==> config.mk <==
export PLATFORM = sky130hd
export DESIGN_NAME = base64_stream_encoder_core
export DESIGN_NICKNAME = d
export VERILOG_FILES = /design/src/sv/b64e_pkg.sv /design/src/sv/b64e_front.sv /design/src/sv/b64e_queue.sv /design/src/sv/b64e_back.sv /design/src/sv/base64_stream_encoder_core.sv
export SDC_FILE = /design/constraint.sdc
export NUM_CORES = 1
export LEC_CHECK = 0
export BUFFER_PORTS_ARGS = -buffer_cell sky130_fd_sc_hd__buf_2
export CORE_MARGIN = 2
export CORE_UTILIZATION = 35
export DETAILED_ROUTE_END_ITERATION = 10
export GPL_ROUTABILITY_DRIVEN = 1
export GPL_TIMING_DRIVEN = 0
export PLACE_DENSITY = 0.59
export SLEW_MARGIN = 20
export SYNTH_ARGS = -nofsm -noshare
export SYNTH_HDL_FRONTEND = slang
export SYNTH_SLANG_ARGS = --single-unit
export TNS_END_PERCENT = 100
==> constraint.sdc <==
create_clock -name i_clk -period 7.1 [get_ports i_clk]
set_input_delay 0.355 -clock i_clk [delete_from_list [all_inputs] [get_ports i_clk]]
set_output_delay 0.355 -clock i_clk [all_outputs]
set_load 0.01 [all_outputs]
==> src/sv/b64e_pkg.sv <==
// Shared types, constants and the alphabet lookup for the base64 encoder.
// No dependencies.
package b64e_pkg;

    localparam int QUEUE_DEPTH = 2;
    localparam int QPTR_W      = $clog2(QUEUE_DEPTH);
    localparam int QCNT_W      = $clog2(QUEUE_DEPTH + 1);

    localparam logic [6:0] PAD_CHAR = 7'h3D;

    // number of '=' characters closing a group
    localparam logic [1:0] PADS_NONE = 2'd0;
    localparam logic [1:0] PADS_ONE  = 2'd1;
    localparam logic [1:0] PADS_TWO  = 2'd2;

    typedef struct packed {
        logic [23:0] bits;   // 24-bit group, first byte in 23:16
        logic [1:0]  pads;
        logic        last;   // group closes the message
    } t_group;

    function automatic logic [6:0] b64_char(input logic [5:0] six);
        logic [6:0] r;
        case (six) inside
            [6'd0:6'd25]:  r = 7'h41 + {1'b0, six};
            [6'd26:6'd51]: r = 7'h61 + {1'b0, six - 6'd26};
            [6'd52:6'd61]: r = 7'h30 + {1'b0, six - 6'd52};
            6'd62:         r = 7'h2B;
            default:       r = 7'h2F;
        endcase
        return r;
    endfunction

endpackage

==> src/sv/b64e_front.sv <==
// Front end: accepts bytes, holds up to two pending bytes, forms 3-byte groups and
// pads the last group of a message. Depends on b64e_pkg.
module b64e_front
    import b64e_pkg::*;
(
    input  logic       i_clk,
    input  logic       i_rst_n,
    input  logic       i_in_valid,
    input  logic [7:0] i_data_byte,
    input  logic       i_end_of_message,
    input  logic       i_queue_full,
    output logic       o_in_stall,
    output logic       o_push,
    output t_group     o_push_group
);

    logic [15:0] r_pend, n_pend;
    logic [1:0]  r_count, n_count;
    logic        accept;

    assign o_in_stall = i_queue_full;
    assign accept     = i_in_valid && !i_queue_full;

    always_comb begin
        n_pend       = r_pend;
        n_count      = r_count;
        o_push       = 1'b0;
        o_push_group = '{bits: {r_pend, i_data_byte}, pads: PADS_NONE, last: i_end_of_message};
        if (accept) begin
            if (r_count >= 2'd2) begin
                o_push  = 1'b1;
                n_pend  = '0;
                n_count = '0;
            end else if (!i_end_of_message) begin
                n_pend  = {r_pend[7:0], i_data_byte};
                n_count = r_count + 2'd1;
            end else begin
                o_push  = 1'b1;
                n_pend  = '0;
                n_count = '0;
                if (r_count == 2'd1) begin
                    o_push_group = '{bits: {r_pend[7:0], i_data_byte, 8'h00},
                                     pads: PADS_ONE, last: 1'b1};
                end else begin
                    o_push_group = '{bits: {i_data_byte, 16'h0000},
                                     pads: PADS_TWO, last: 1'b1};
                end
            end
        end
    end

    always_ff @(posedge i_clk) begin
        if (!i_rst_n) begin
            r_pend  <= '0;
            r_count <= '0;
        end else begin
            r_pend  <= n_pend;
            r_count <= n_count;
        end
    end

endmodule

==> src/sv/b64e_queue.sv <==
// Short group queue between front and back ends.
// Depends on b64e_pkg.
module b64e_queue
    import b64e_pkg::*;
(
    input  logic   i_clk,
    input  logic   i_rst_n,
    input  logic   i_push,
    input  t_group i_push_group,
    input  logic   i_pop,
    output t_group o_pop_group,
    output logic   o_full,
    output logic   o_empty
);

    t_group            r_mem [QUEUE_DEPTH];
    logic [QPTR_W-1:0] r_wr, r_rd;
    logic [QCNT_W-1:0] r_cnt;
    logic              do_push, do_pop;

    assign o_full      = (r_cnt == QCNT_W'(QUEUE_DEPTH));
    assign o_empty     = (r_cnt == '0);
    assign do_push     = i_push && !o_full;
    assign do_pop      = i_pop && !o_empty;
    assign o_pop_group = r_mem[r_rd];

    function automatic logic [QPTR_W-1:0] ptr_inc(input logic [QPTR_W-1:0] p);
        return (p == QPTR_W'(QUEUE_DEPTH - 1)) ? '0 : p + QPTR_W'(1);
    endfunction

    always_ff @(posedge i_clk) begin
        if (do_push) begin
            r_mem[r_wr] <= i_push_group;
        end
    end

    always_ff @(posedge i_clk) begin
        if (!i_rst_n) begin
            r_wr  <= '0;
            r_rd  <= '0;
            r_cnt <= '0;
        end else begin
            if (do_push) begin
                r_wr <= ptr_inc(r_wr);
            end
            if (do_pop) begin
                r_rd <= ptr_inc(r_rd);
            end
            case ({do_push, do_pop})
                2'b10:   r_cnt <= r_cnt + QCNT_W'(1);
                2'b01:   r_cnt <= r_cnt - QCNT_W'(1);
                default: r_cnt <= r_cnt;
            endcase
        end
    end

endmodule

==> src/sv/b64e_back.sv <==
// Back end: walks a group out as four characters through an output register.
// Depends on b64e_pkg.
module b64e_back
    import b64e_pkg::*;
(
    input  logic       i_clk,
    input  logic       i_rst_n,
    input  t_group     i_group,
    input  logic       i_queue_empty,
    output logic       o_pop,
    input  logic       i_out_stall,
    output logic       o_out_valid,
    output logic [6:0] o_code_char,
    output logic       o_final_char
);

    t_group     r_grp;
    logic       r_grp_valid, n_grp_valid;
    logic [1:0] r_idx, n_idx;
    logic       r_out_valid;
    logic [6:0] r_char;
    logic       r_final;

    logic       out_free, emit, take, is_pad;
    logic [5:0] six;
    logic [6:0] char_next;

    assign out_free = !r_out_valid || !i_out_stall;
    assign emit     = out_free && r_grp_valid;
    assign take     = !r_grp_valid || (emit && r_idx == 2'd3);
    assign o_pop    = take && !i_queue_empty;

    always_comb begin
        case (r_idx)
            2'd0:    six = r_grp.bits[23:18];
            2'd1:    six = r_grp.bits[17:12];
            2'd2:    six = r_grp.bits[11:6];
            default: six = r_grp.bits[5:0];
        endcase
        is_pad    = (r_idx == 2'd3 && r_grp.pads != PADS_NONE)
                 || (r_idx == 2'd2 && r_grp.pads == PADS_TWO);
        char_next = is_pad ? PAD_CHAR : b64_char(six);
    end

    always_comb begin
        n_grp_valid = r_grp_valid;
        n_idx       = r_idx;
        if (emit) begin
            n_idx = r_idx + 2'd1;
            if (r_idx == 2'd3) begin
                n_grp_valid = 1'b0;
            end
        end
        if (o_pop) begin
            n_grp_valid = 1'b1;
            n_idx       = 2'd0;
        end
    end

    always_ff @(posedge i_clk) begin
        if (o_pop) begin
            r_grp <= i_group;
        end
        if (out_free) begin
            r_char  <= char_next;
            r_final <= (r_idx == 2'd3) && r_grp.last;
        end
    end

    always_ff @(posedge i_clk) begin
        if (!i_rst_n) begin
            r_grp_valid <= 1'b0;
            r_idx       <= '0;
            r_out_valid <= 1'b0;
        end else begin
            r_grp_valid <= n_grp_valid;
            r_idx       <= n_idx;
            if (out_free) begin
                r_out_valid <= emit;
            end
        end
    end

    assign o_out_valid  = r_out_valid;
    assign o_code_char  = r_char;
    assign o_final_char = r_final;

endmodule

==> src/sv/base64_stream_encoder_core.sv <==
// Base64 stream encoder. A completed group passes the queue, the group register and
// the output register before its first character leaves; the other three follow it.
// Throughput: one character per cycle unless the output stalls, set by the
// single-character output register; a 2-group queue takes 1 byte per cycle until full.
// Synchronous active-low reset empties pending bytes, queue and output register.
// Depends on b64e_pkg, b64e_front, b64e_queue, b64e_back.
module base64_stream_encoder_core
    import b64e_pkg::*;
(
    input  logic       i_clk,
    input  logic       i_rst_n,
    input  logic       i_in_valid,
    output logic       o_in_stall,
    input  logic [7:0] i_data_byte,
    input  logic       i_end_of_message,
    output logic       o_out_valid,
    input  logic       i_out_stall,
    output logic [6:0] o_code_char,
    output logic       o_final_char
);

    t_group push_group, pop_group;
    logic   push, pop, q_full, q_empty;

    b64e_front u_front (
        .i_clk            (i_clk),
        .i_rst_n          (i_rst_n),
        .i_in_valid       (i_in_valid),
        .i_data_byte      (i_data_byte),
        .i_end_of_message (i_end_of_message),
        .i_queue_full     (q_full),
        .o_in_stall       (o_in_stall),
        .o_push           (push),
        .o_push_group     (push_group)
    );

    b64e_queue u_queue (
        .i_clk        (i_clk),
        .i_rst_n      (i_rst_n),
        .i_push       (push),
        .i_push_group (push_group),
        .i_pop        (pop),
        .o_pop_group  (pop_group),
        .o_full       (q_full),
        .o_empty      (q_empty)
    );

    b64e_back u_back (
        .i_clk         (i_clk),
        .i_rst_n       (i_rst_n),
        .i_group       (pop_group),
        .i_queue_empty (q_empty),
        .o_pop         (pop),
        .i_out_stall   (i_out_stall),
        .o_out_valid   (o_out_valid),
        .o_code_char   (o_code_char),
        .o_final_char  (o_final_char)
    );

endmodule

Word level (Yosys, flattened, before mapping):

Memories as Yosys holds them, arrays and structs flattened. A register that Yosys moved wholly into a read port is not among the register bits.
Index checks and enable logic that the tools add are counted.

* bits in latches: 0
* memory bits (writable): 54
* output and inout port bits: 10
* memory bits (read-only): 0
* word-level logic and storage cells: 91
* memories: 1
* bits in registers: 34

Memories
* u_queue.r_mem: depth 2, bits a word 27, read ports 1, clocked after Yosys merged registers in 1, wr ports 1, line b64e_queue.sv:16 `t_group r_mem [QUEUE_DEPTH];`

* shift-type cells: 0
* equal/unequal tests: 9
* multiply operators: 0
* bitwise logic cells: 1
* add/sub/neg operators: 11
* div/mod/pow operators: 0
* reduce and logical (&&, ||, !) cells: 28
* multiplexer cells: 24
* order comparisons: 7

Operators with widths (number)
* 2-to-1 mux 27 bit: 4
* 2-to-1 mux 16 bit: 2
* 2-to-1 mux 7 bit: 3
* case mux 6 bit (3 select lines): 1
* adder 7 x 6 -> 7 bit, first input constant: 2
* less-or-equal comparator 6 bit, second input constant: 2
* logical AND 1 bit: 12
* equality test 2 bit, second input constant: 5
* 2-to-1 mux 1 bit: 10
* nonzero test 2 bit: 4
* adder 6 x 6 -> 7 bit, first input constant: 1
* adder 2 x 1 -> 2 bit, second input constant: 3
* equality test 2 x 1 -> 1 bit, second input constant: 3
* equality test 6 bit, second input constant: 1
* >= comparator 6 x 1 -> 1 bit, second input constant: 1
* >= comparator 6 x 5 -> 1 bit, second input constant: 1
* >= comparator 6 bit, second input constant: 1
* less-or-equal comparator 6 x 5 -> 1 bit, second input constant: 1
* subtractor 6 x 5 -> 6 bit, second input constant: 1
* subtractor 6 bit, second input constant: 1
* logical NOT 1 bit: 5
* logical NOT 2 bit: 2
* 2-to-1 mux 2 bit: 2
* case mux 2 bit (2 select lines): 1
* 8 further kinds: 11

Depth between registers and ports, before layout:

Gate-level depths: netlist of the first run.

* word-level depth: 9
* gate-level depth with buffers: 13
* gate-level depth less buffers: 12

Cells and area by module:

Synthesis of the first run repeated with hierarchy kept, for this count alone.

* cells, all modules: 427
* area, all modules: 5450.2 um^2

Modules (own cells, without submodules)
* b64e_queue: area each 2177.1 um^2, cells an instance 110, times used 1
* b64e_back: area each 2094.5 um^2, cells an instance 170, times used 1
* b64e_front: area each 1178.6 um^2, cells an instance 147, times used 1

Worst setup path before layout of the first run:

No wires, ideal clock.

* path kind: reg-to-reg
* start: register u_back.r_idx[1]
* end: register u_queue.r_cnt[1]
* setup slack: 3793 ps
* library setup time: 76 ps
* cell stages (with the launch flop): 8
* data required time: 7024 ps
* clock period less this slack: 3307 ps
* arrival: 3232 ps
* buffers on the path: 1
* cells stage by stage: dfxtp_1 > ha_1 > clkbuf_1 > a21boi_0 > nor2_1 > ha_1 > or3_1 > a21boi_0

* longest elaborated chain between the ends: 7
* elaborated cells between the ends (all ways): 9
* classes of those cells: eq/ne (3); mux (1); reduce/logical (5)

Ends and longest elaborated chain
* start, declared: line b64e_back.sv:19 `logic [1:0] r_idx, n_idx;`
* start signal, assigned: line b64e_back.sv:77 `r_idx <= n_idx;`
* equality test 2 bit (*): line b64e_back.sv:30 `assign take = !r_grp_valid || (emit && r_idx == 2'd3);`
* logical AND 1 bit (*): line b64e_back.sv:30
* logical OR 1 bit (*): line b64e_back.sv:30
* logical AND 1 bit (*): line b64e_back.sv:31 `assign o_pop = take && !i_queue_empty;`
* named net pop: line base64_stream_encoder_core.sv:23 `logic push, pop, q_full, q_empty;`
* logical AND 1 bit (*): line b64e_queue.sv:24 `assign do_pop = i_pop && !o_empty;`
* equality test 2 x 1 -> 1 bit / equality test 2 bit (equally long branches): line b64e_queue.sv:49 `case ({do_push, do_pop})`
* case mux 2 bit (2 select lines) / nonzero test 2 bit (equally long branches)
* end signal, assigned: line b64e_queue.sv:50 `2'b10: r_cnt <= r_cnt + QCNT_W'(1);`
* end signal, assigned: line b64e_queue.sv:51 `2'b01: r_cnt <= r_cnt - QCNT_W'(1);`
* end signal, assigned: line b64e_queue.sv:52 `default: r_cnt <= r_cnt;`
* end, declared: line b64e_queue.sv:18 `logic [QCNT_W-1:0] r_cnt;`

Mark *: on every way through the listed nets, which the timed path passes. The rest lies on a longest branch.
A chain may end at the register's enable or synchronous reset.

Final worst setup path of the first run:

* start: register u_back.r_idx[1]
* end: register u_back.r_char[3], in the netlist u_back.o_code_char[3] (data pin)

* longest elaborated chain between the ends: 7
* elaborated cells between the ends (all ways): 25
* classes of those cells: add/sub (5); order compare (6); eq/ne (3); mux (4); reduce/logical (7)

Ends and longest elaborated chain
* equality test 2 bit (tied with other cells): line b64e_back.sv:34, b64e_back.sv:41
* case mux 6 bit (3 select lines): line b64e_back.sv:34 `case (r_idx)`
* subtractor 6 bit (tied with other cells): line b64e_pkg.sv:27 `[6'd52:6'd61]: r = 7'h30 + {1'b0, six - 6'd52};`
* adder 6 x 6 -> 7 bit / logical AND 1 bit (equally long branches): line b64e_pkg.sv:27, b64e_back.sv:42
* 2-to-1 mux 7 bit (3 in a row): line b64e_pkg.sv:24 `case (six) inside`
* end signal, assigned: line b64e_back.sv:65 `r_char <= char_next;`
* end, declared: line b64e_back.sv:21 `logic [6:0] r_char;`

Several ways; a longest one is shown, not always the timed one.

==> results of run 1 <==
==> path summary, 6_finish.rpt <==
path                                        start  cells past startpoint                             endpoint
setup / recovery     u_back.r_idx[1]$_SDFFE_PP0P_                      9  u_back.o_code_char[3]$_SDFFCE_PP1P_
hold / removal                   i_end_of_message                      1        u_queue.r_mem[0][0]$_DFFE_PP_
setup reg to reg     u_back.r_idx[1]$_SDFFE_PP0P_                      9  u_back.o_code_char[3]$_SDFFCE_PP1P_
hold reg to reg   u_back.r_grp_valid$_SDFFE_PN0P_                      2         u_back.r_idx[1]$_SDFFE_PP0P_
==> sequential cells by signal, indices dropped and copies added, names as in the netlist, 2 cells and up <==
signal              flops
u_back.o_code_char      7
u_back.r_grp           27
u_back.r_idx            2
u_front.r_count         2
u_front.r_pend         16
u_queue.r_cnt           2
u_queue.r_mem          54
==> power breakdown <==
part,switching [W],internal (W)
Clock,0.000297,0.000655
Sequential,0.0000534,0.000935
Combinational,0.000698,0.000483
Total,0.00105,0.00207
==> synth_stat cells, types with 3 or more instances <==
cell type / n / area, um^2
a21oi_1: 10 / 50.05
mux2i_1: 10 / 100.1
a222oi_1: 4 / 40.04
and2_1: 12 / 75.07
o21ai_0: 25 / 125.1
nand3_1: 3 / 15.01
xnor2_1: 8 / 70.07
o21a_1: 3 / 22.52
nor2b_1: 23 / 143.9
ha_1: 22 / 275.3
a22oi_1: 19 / 142.6
a211oi_1: 6 / 45.04
a221oi_1: 3 / 26.28
nand2_1: 36 / 135.1
nand4_1: 3 / 18.77
dfxtp_1: 26 / 520.5
o31a_1: 3 / 26.28
a21o_1: 4 / 30.03
mux2_2: 27 / 304.0
xor2_1: 4 / 35.03
nor2_1: 14 / 52.55
a21boi_0: 3 / 22.52
clkbuf_1: 13 / 48.80
inv_1: 17 / 63.81
nand2b_1: 4 / 25.02
o211ai_1: 3 / 22.52
edfxtp_1: 89 / 2673
==> cells in the final DEF (no fill, tap or decap), types with 4 or more instances in the layout <==
master,synthesis,routed
a211oi_1,6,6
a21o_1,4,4
a21oi_1,10,10
a222oi_1,4,4
a22oi_1,19,19
and2_1,12,12
buf_2,2,24
bufinv_16,0,6
clkbuf_1,13,14
clkbuf_16,0,17
clkinvlp_4,0,4
dfxtp_1,26,26
edfxtp_1,89,89
ha_1,22,22
inv_1,17,17
mux2_2,27,27
mux2i_1,10,10
nand2_1,36,36
nand2b_1,4,4
nor2_1,14,11
nor2b_1,23,23
o21ai_0,25,25
xnor2_1,8,8
xor2_1,4,4
==> routing by layer <==
layer,GRT usage (%),up-vias
met5,0,-
met4,5.179,0
met3,4.158,11
met2,22.56,55
met1,16.94,1641
li1,-,1712
==> cells by family after synthesis <==
kind of cell	synth area share (%)
buffers and inverters	2.834
muxes	7.442
DFF	58.80
adders and majority gates	5.069
AOI/OAI and AO/OA	13.69
and+or+nand+nor	10.23
xor gates and xnor gates	1.935
==> per-stage QoR <==
step,worst slack [ps],hold WS [ps],instances,power [W],instance area (um^2)
floorplan,3793,453.9,433,0.001886,5430
global placement,3087,491.8,643,0.002148,5776
detailed placement,3131,491.1,645,0.002174,5838
CTS,3078,187.7,677,0.003142,6500
global route,2790,192.9,677,0.003321,6500
finish,3097,204.9,677,0.003122,6500
==> layout make-up <==
cell class              instances  area [um^2]  share of cell area, %
clock buffers                  18        429.2                  6.603
multi-input cells             281         2106                  32.40
flip-flops and latches        115         3193                  49.12
clock inverters                14        232.7                  3.580
plain buffers                  19        86.33                  1.328
repair buffers                 24        150.1                  2.310
well taps                     188        235.2                  3.619
inverters                      18        67.56                  1.039
==> summary.txt, run 1 <==
Clock network
  – Worst-path clk slew: 50 ps
  – Clock Latency Late Sink: 410 ps
  – Hold-fix buffers at CTS: 0
  – H-tree levels: 4
  – CTS Sinks: 115
  – CTS buffer count: 17
  – Root buf cell: clkbuf_16
  – PostCTS Resize Cnt: 0
  – Setup bufs post-CTS: 0
  – CTS tree: yes
  – Clock buffer depth: 2

Logic synthesis
  – Sequential element share of the synthesized area: 58.80%
  – Syn Inst Count: 433
  – Synthesized area: 5430 um^2
  – Syn Nets: 468
  – Netlist cell types: 57
  – Main synth FF type: edfxtp_1
  – Post-synthesis async set-or-reset flop share: 0%
  – Synth Warn #: 0
  – EDFF count, synth: 89
  – Seq cells post-synth: 115
  – Mapped Avg Cell Area: 12.54 um^2

Setup path
  – CP bufs+invs: 1
  – Crit-path slowest cell: a211oi_1
  – CP top delay family: compound AO/OA/AOI/OAI gates
  – Worst Setup Start Kind: flop
  – Crit end category: flop
  – WP data arrival: 4160 ps
  – Critical path, cell by cell: ha_1 -> clkinv_1 -> a21oi_1 -> ha_1 -> a211oi_1 -> a211oi_1 -> a311o_1 -> nand2_1 -> o32a_1
  – Worst path max stage delay: 700 ps
  – Worst Path Required: 7250 ps
  – Critical Path Fanout Max: 9
  – R2R setup slack: 3100 ps
  – WS Path Type: flop to flop

Floorplanning
  – Die footprint: 16530 um^2
  – Core area: 15200 um^2
  – Die X: 128.6 um
  – Top Ports: 23
  – Die Y-Extent: 128.6 um
  – Core Rows: 45
  – Starting density of the core: 35.72%

Route
  – Vias per cell: 5.050
  – DR top layer: met4
  – 1st-iter DRT viols: 267
  – First-pass DRT Iterations: 5
  – Met2 WL: 5170 um
  – Met1 wire length: 4805 um
  – Routed WL: 10480 um
  – Post-route DRC: 0
  – Met3 routed WL: 369 um
  – Routed vias: 3419
  – Avg WL per Cell: 15.48 um
  – DRT antenna net count: 0

GRT
  – Grt ovf: 0
  – Number of global-route vias before repair: 3376
  – Initial antenna violation count: 0
  – First-pass GRT wire length: 17300 um
  – Gr usage total: 13.66%
  – Largest net degree at the start of global routing: 30

STA
  – Crit share post-route: 56.38%
  – Clock skew: 11.89 ps
  – RSZ-0062 raised after global routing: no
  – Setup TNS: 0 ps
  – Slew @ Worst Pin: 885.5 ps
  – Slew headroom: 40.34%
  – Min Clock Period, post-route: 4003 ps
  – Final Setup Violations: 0
  – Final hold vios: 0
  – Highest Clock Rate: 0.2498 GHz
  – Pins Over Slew Limit: 0

Final layout
  – Nets: 511
  – Final core utilization: 42.76%
  – Layout cells sized above 1: 19.84%
  – P&R area growth vs syn: 19.70%
  – Fillcell total: 1382
  – # diodes: 0

Placement
  – GP Congestion: 0.8473
  – PortBufs: 22
  – Detailed placer's ending HPWL: 7481 um

Power and ir drop
  – Worst VDD drop: 0.1963 mV
  – Cell Pwr Density: 480.3 nW/um^2
  – Leakage: 2.294 nW

Run
  – Max Cap Viol: 0

Worst hold path
  – Worst Hold Class: input pin to flop

Run status
  – Outcome: completed
Note: power is estimated with default switching activity, not from simulation.
==> run 2, diff against run 1 <==
Clock period 7.1 ns to 4.15 ns, I/O delays scaled along.
==> summary.txt, run 2 (synthesized netlist as in run 1, its figures left out) <==
Final layout
  – Most frequent cells in the layout: edfxtp_1 (89), nand2_1 (36), mux2_2 (27), dfxtp_1 (26), o21ai_0 (25)
  – Fillcell total: 1382
  – Final core utilization: 42.78%
  – P&R area growth vs syn: 19.77%
  – Sequential Area: 3193 um^2
  – Final instance area: 6504 um^2
  – Layout cells sized above 1: 20.04%
  – Commonest non-fill, non-tap cell in the layout: edfxtp_1
  – Area taken by multi-input logic gates: 2110 um^2
  – Nets: 511
  – # diodes: 0
  – Top reg by flops: u_queue.r_mem
  – Max reg flops: 54
  – Largest registers: u_queue.r_mem: 54 flops, u_back.r_grp: 27 flops, u_front.r_pend: 16 flops

STA
  – Final worst slack: 315.4 ps
  – Setup TNS: 0 ps
  – Highest Clock Rate: 0.2608 GHz
  – Final hold vios: 0
  – Slew @ Worst Pin: 863.0 ps
  – Min Clock Period, post-route: 3835 ps
  – Slew headroom: 41.86%
  – Worst hold slack: 56.20 ps
  – Clock skew: 12.09 ps
  – RSZ-0062 raised after global routing: no
  – Final Setup Violations: 0
  – Pins Over Slew Limit: 0
  – Crit share post-route: 92.40%

Placement
  – GP Congestion: 0.8473
  – PortBufs: 22
  – Pre-CTS setup slack: 181.0 ps
  – Detailed placer's ending HPWL: 7481 um
  – DP Area: 5838 um^2

Clock network
  – PostCTS Resize Cnt: 0
  – Worst-path clk slew: 50 ps
  – H-tree levels: 4
  – CTS buffer count: 17
  – Clock buffer depth: 2
  – CTS Sinks: 115
  – Clock Latency Late Sink: 420 ps
  – Root buf cell: clkbuf_16
  – Setup bufs post-CTS: 0
  – CTS tree: yes
  – Hold-fix buffers at CTS: 0

Setup path
  – CP startpoint: u_back.r_idx[1]$_SDFFE_PP0P_
  – WS Path Type: flop to flop
  – Critical R2R Capture: u_back.o_code_char[3]$_SDFFCE_PP1P_
  – Reg-to-Reg Start: u_back.r_idx[1]$_SDFFE_PP0P_
  – Worst Path Required: 4310 ps
  – R2R setup slack: 320 ps
  – CP endpoint: u_back.o_code_char[3]$_SDFFCE_PP1P_
  – Worst Setup Start Kind: flop
  – Critical Path Fanout Max: 9
  – WP data arrival: 3990 ps
  – Crit end category: flop
  – R2R depth: 9

GRT
  – Gr usage total: 13.66%
  – Grt ovf: 0
  – Initial antenna violation count: 0
  – Largest net degree at the start of global routing: 30
  – First-pass GRT wire length: 17300 um
  – Number of global-route vias before repair: 3376

Route
  – 1st-iter DRT viols: 232
  – First-pass DRT Iterations: 4
  – Routed vias: 3435
  – Post-route DRC: 0
  – Avg WL per Cell: 15.51 um
  – DRT antenna net count: 0
  – Vias per cell: 5.074
  – Routed WL: 10500 um

Power and ir drop
  – Switch share: 33.69%
  – Comb pwr share: 37.9%
  – P_int: 0.003550 W
  – Clock power share: 30.5%
  – Net Switching: 0.001803 W
  – Worst VDD drop: 0.3397 mV
  – Reg power frac: 31.6%
  – Cell Pwr Density: 823.2 nW/um^2
  – Leakage: 2.294 nW

Floorplanning
  – Core area: 15200 um^2
  – Starting density of the core: 35.72%
  – Die Y-Extent: 128.6 um
  – Core Rows: 45
  – Die X: 128.6 um
  – Top Ports: 23
  – Die footprint: 16530 um^2

Run status
  – Outcome: completed

Worst hold path
  – Worst Hold Class: input pin to flop

Run
  – Max Cap Viol: 0
[run 2: power groups by stage]
stage | registers, W | logic [W] | clock network, W
2_1_floorplan | 0.00171 | 0.00151 | 0
3_3_place_gp | 0.00171 | 0.00196 | 0
3_5_place_dp | 0.00171 | 0.00201 | 0
4_1_cts | 0.00169 | 0.00203 | 0.00165
5_1_grt | 0.00172 | 0.00226 | 0.00170
6_report | 0.00169 | 0.00203 | 0.00163
[run 2: stage by stage]
step | std cells | power [W]
2_1_floorplan | 433 | 0.003227
3_3_place_gp | 643 | 0.003676
3_5_place_dp | 645 | 0.003719
4_1_cts | 677 | 0.005375
5_1_grt | 677 | 0.005683
6_report | 677 | 0.005354
[run 2: cell type report]
cell class,count,area share [%]
repair buffers,24,2.309
flip-flops and latches,115,49.10
well taps,188,3.617
inverters,18,1.039
clock buffers,18,6.599
clock inverters,14,3.578
multi-input cells,281,32.44
plain buffers,19,1.327
[run 2: worst min path at each step]
stage / to / cells after the start / from / slack [ps]
2_1_floorplan: u_queue.r_mem[0][0]$_DFFE_PP_ / 0 / i_end_of_message / 310
3_3_place_gp: u_queue.r_mem[1][0]$_DFFE_PP_ / 1 / i_end_of_message / 470
3_5_place_dp: u_queue.r_mem[1][0]$_DFFE_PP_ / 1 / i_end_of_message / 470
4_1_cts: u_queue.r_mem[0][0]$_DFFE_PP_ / 1 / i_end_of_message / 40
5_1_grt: u_queue.r_mem[0][0]$_DFFE_PP_ / 1 / i_end_of_message / 50
6_report: u_queue.r_mem[0][0]$_DFFE_PP_ / 1 / i_end_of_message / 60
[run 2: critical path: stages (launching register included)]
cell      delay [ps]
dfxtp_1          380
ha_1             310
clkinv_1         320
a21oi_2          470
ha_1             390
a211oi_1          90
a211oi_1         720
a311o_1          400
nand2_1          150
o32a_1           350
[run 2: routing by layer]
layer | routed length [um] | share of wire [%] | global-route usage (%)
met1 | 4815 | 46 | 16.94
met3 | 360 | 3.4 | 4.158
met2 | 5145 | 49 | 22.56
met5 | 0 | 0 | 0
met4 | 178 | 1.7 | 5.179
==> run 3, diff against run 2 <==
Settings changed: SYNTH_HIERARCHICAL from default to 1.
==> summary.txt, run 3 <==
Final layout
  – # diodes: 0
  – Layout cells sized above 1: 27.03%
  – P&R area growth vs syn: 16.87%
  – Fillcell total: 1406
  – Max reg flops: 54
  – Top reg by flops: u_queue/r_mem
  – Largest registers: u_queue/r_mem: 54 flops, u_back/r_grp: 27 flops, u_front/r_pend: 16 flops
  – Commonest non-fill, non-tap cell in the layout: edfxtp_1
  – Most frequent cells in the layout: edfxtp_1 (89), mux2_2 (44), nand2_1 (38), buf_2 (31), a21oi_1 (28)
  – Final core utilization: 41.90%
  – Nets: 499

Setup path
  – WP data arrival: 3470 ps
  – Worst path max stage delay: 380 ps
  – WS Path Type: flop to flop
  – Worst Path Required: 4300 ps
  – Critical Path Fanout Max: 7
  – Critical path, cell by cell: inv_1 -> ha_1 -> a222oi_1 -> mux2_2 -> inv_1 -> ha_1 -> nor2_1 -> nor2_1 -> o21ai_0 -> nor2b_1 -> a21oi_1
  – Crit-path slowest cell: a222oi_1
  – Crit end category: flop
  – Worst Setup Start Kind: flop

Logic synthesis
  – Most numerous cell in the Yosys netlist: edfxtp_1
  – Sequential element share of the synthesized area: 58.95%
  – Synthesized area: 5450 um^2
  – Mapped Avg Cell Area: 12.76 um^2
  – Syn Nets: 458
  – Post-synthesis async set-or-reset flop share: 0%
  – Seq cells post-synth: 116
  – Synth Warn #: 6
  – Top post-synthesis cells by count: edfxtp_1 (89), mux2_2 (44), nand2_1 (38)
  – EDFF count, synth: 89
  – Share of the synthesized area in the top cell type: 49.04%
  – Netlist cell types: 56
  – Yosys top cell by area: edfxtp_1
  – Syn Inst Count: 427
  – Top area cells in the synthesized netlist: edfxtp_1 (49%), dfxtp_1 (9.9%), mux2_2 (9.1%)
  – Main synth FF type: edfxtp_1

Route
  – Post-route DRC: 0
  – Avg WL per Cell: 14.76 um
  – Vias per cell: 4.916
  – DRT antenna net count: 0
  – 1st-iter DRT viols: 216
  – Routed WL: 9874 um
  – Routed vias: 3289
  – First-pass DRT Iterations: 4

Clock network
  – Clock buffer depth: 2
  – PostCTS Resize Cnt: 0
  – CTS buffer count: 17
  – Clock Latency Late Sink: 410 ps
  – Setup bufs post-CTS: 0
  – Hold-fix buffers at CTS: 0
  – Root buf cell: clkbuf_16
  – H-tree levels: 4
  – Worst-path clk slew: 50 ps
  – CTS tree: yes
  – CTS Sinks: 116

GRT
  – First-pass GRT wire length: 16230 um
  – Grt ovf: 0
  – Initial antenna violation count: 0
  – Largest net degree at the start of global routing: 29
  – Number of global-route vias before repair: 3225
  – Gr usage total: 12.85%

STA
  – Final hold vios: 0
  – Crit share post-route: 79.82%
  – Highest Clock Rate: 0.3019 GHz
  – Slew @ Worst Pin: 1002 ps
  – Min Clock Period, post-route: 3313 ps
  – Pins Over Slew Limit: 0
  – Clock skew: 9.662 ps
  – Setup TNS: 0 ps
  – Final worst slack: 837.3 ps
  – Final Setup Violations: 0
  – Slew headroom: 32.80%
  – RSZ-0062 raised after global routing: no

Floorplanning
  – Starting density of the core: 35.85%
  – Core Rows: 45
  – Top Ports: 23
  – Die footprint: 16590 um^2
  – Die Y-Extent: 128.8 um
  – Core area: 15200 um^2
  – Die X: 128.8 um

Placement
  – Detailed placer's ending HPWL: 7027 um
  – PortBufs: 22
  – GP Congestion: 0.8650
  – Pre-CTS setup slack: 826.4 ps

Power and ir drop
  – Leakage: 2.334 nW
  – Worst VDD drop: 0.3240 mV
  – Cell Pwr Density: 645.4 nW/um^2

Run
  – Max Cap Viol: 0

Worst hold path
  – Worst Hold Class: input pin to flop

Run status
  – Outcome: completed
## run 3: cell count changes after synthesis, sizes merged, moves of 12 or more
cell	change
nor2b	-17
inv	+12
nand3	+20
buf	+12
mux2	+20
o21ai	-16
a22oi	-19
clkbuf	-12
a21oi	+17
## run 3: through the flow
step / total power (W) / hold slack (ps) / instances / instance area, um^2
after CTS: 0.004148 / 60.76 / 669 / 6370
after floorplan: 0.002464 / 325.3 / 427 / 5450
after global placement: 0.002725 / 437.9 / 637 / 5796
final: 0.004111 / 68.57 / 669 / 6370
after detailed placement: 0.002747 / 446.5 / 637 / 5804
after global routing: 0.004350 / 71.59 / 669 / 6370
## run 3: metal layers
metal | routed length [um] | global-route usage (%) | share of wire [%]
met5 | 0 | 0 | 0
met3 | 413 | 4.116 | 4.2
met2 | 4807 | 21.07 | 49
met4 | 145 | 5.051 | 1.5
met1 | 4508 | 15.82 | 46
## run 3: power breakdown
| part | internal, W | switching, W |
|---|---|---|
| Clock | 0.000879 | 0.000508 |
| Combinational | 0.000482 | 0.000696 |
| Sequential | 0.00149 | 0.0000551 |
## run 3: worst paths after layout
kind,startpoint,to,slack [ps],cells after the start
min,i_out_stall,u_back/o_out_valid$_SDFFE_PN0N_,70,3
max,u_back/r_idx[0]$_SDFFE_PP0P_,u_back/o_code_char[1]$_SDFFCE_PP0N_,840,11
max reg2reg,u_back/r_idx[0]$_SDFFE_PP0P_,u_back/o_code_char[1]$_SDFFCE_PP0N_,840,11
min reg2reg,u_front/r_pend[8]$_SDFFE_PN0P_,u_front/r_pend[8]$_SDFFE_PN0P_,450,2
## run 3: critical path, delay by kind of cell, from the launching register on
family / cells / cell delay [ps]
mux: 1 / 320
fa+ha+maj: 2 / 580
buf+inv: 2 / 250
compound gates: 3 / 840
flops: 1 / 360
simple gates: 3 / 710
## run 3: area by class of cell
| type | instances | area (um^2) | area share [%] |
|---|---|---|---|
| clock buffers | 19 | 432.9 | 6.796 |
| repair buffers | 22 | 110.1 | 1.729 |
| well taps | 188 | 235.2 | 3.693 |
| clock inverters | 13 | 132.6 | 2.082 |
| plain buffers | 19 | 116.4 | 1.827 |
| flip-flops and latches | 116 | 3213 | 50.44 |
| inverters | 29 | 108.9 | 1.709 |
| multi-input cells | 263 | 2021 | 31.72 |
## run 3: cells by family (layout without fill, tap and decap cells)
logic type / count (synthesis) / after routing / share of synthesized area, %
multiplexers: 59 / 59 / 12.35
adder cells (fa/ha/maj): 18 / 18 / 4.132
flip-flops: 116 / 116 / 58.95
AO/OA/AOI/OAI: 68 / 68 / 8.677
XOR/XNOR: 12 / 12 / 2.066
buffers and inverters: 48 / 102 / 4.132
AND/OR/NAND/NOR: 106 / 106 / 9.688
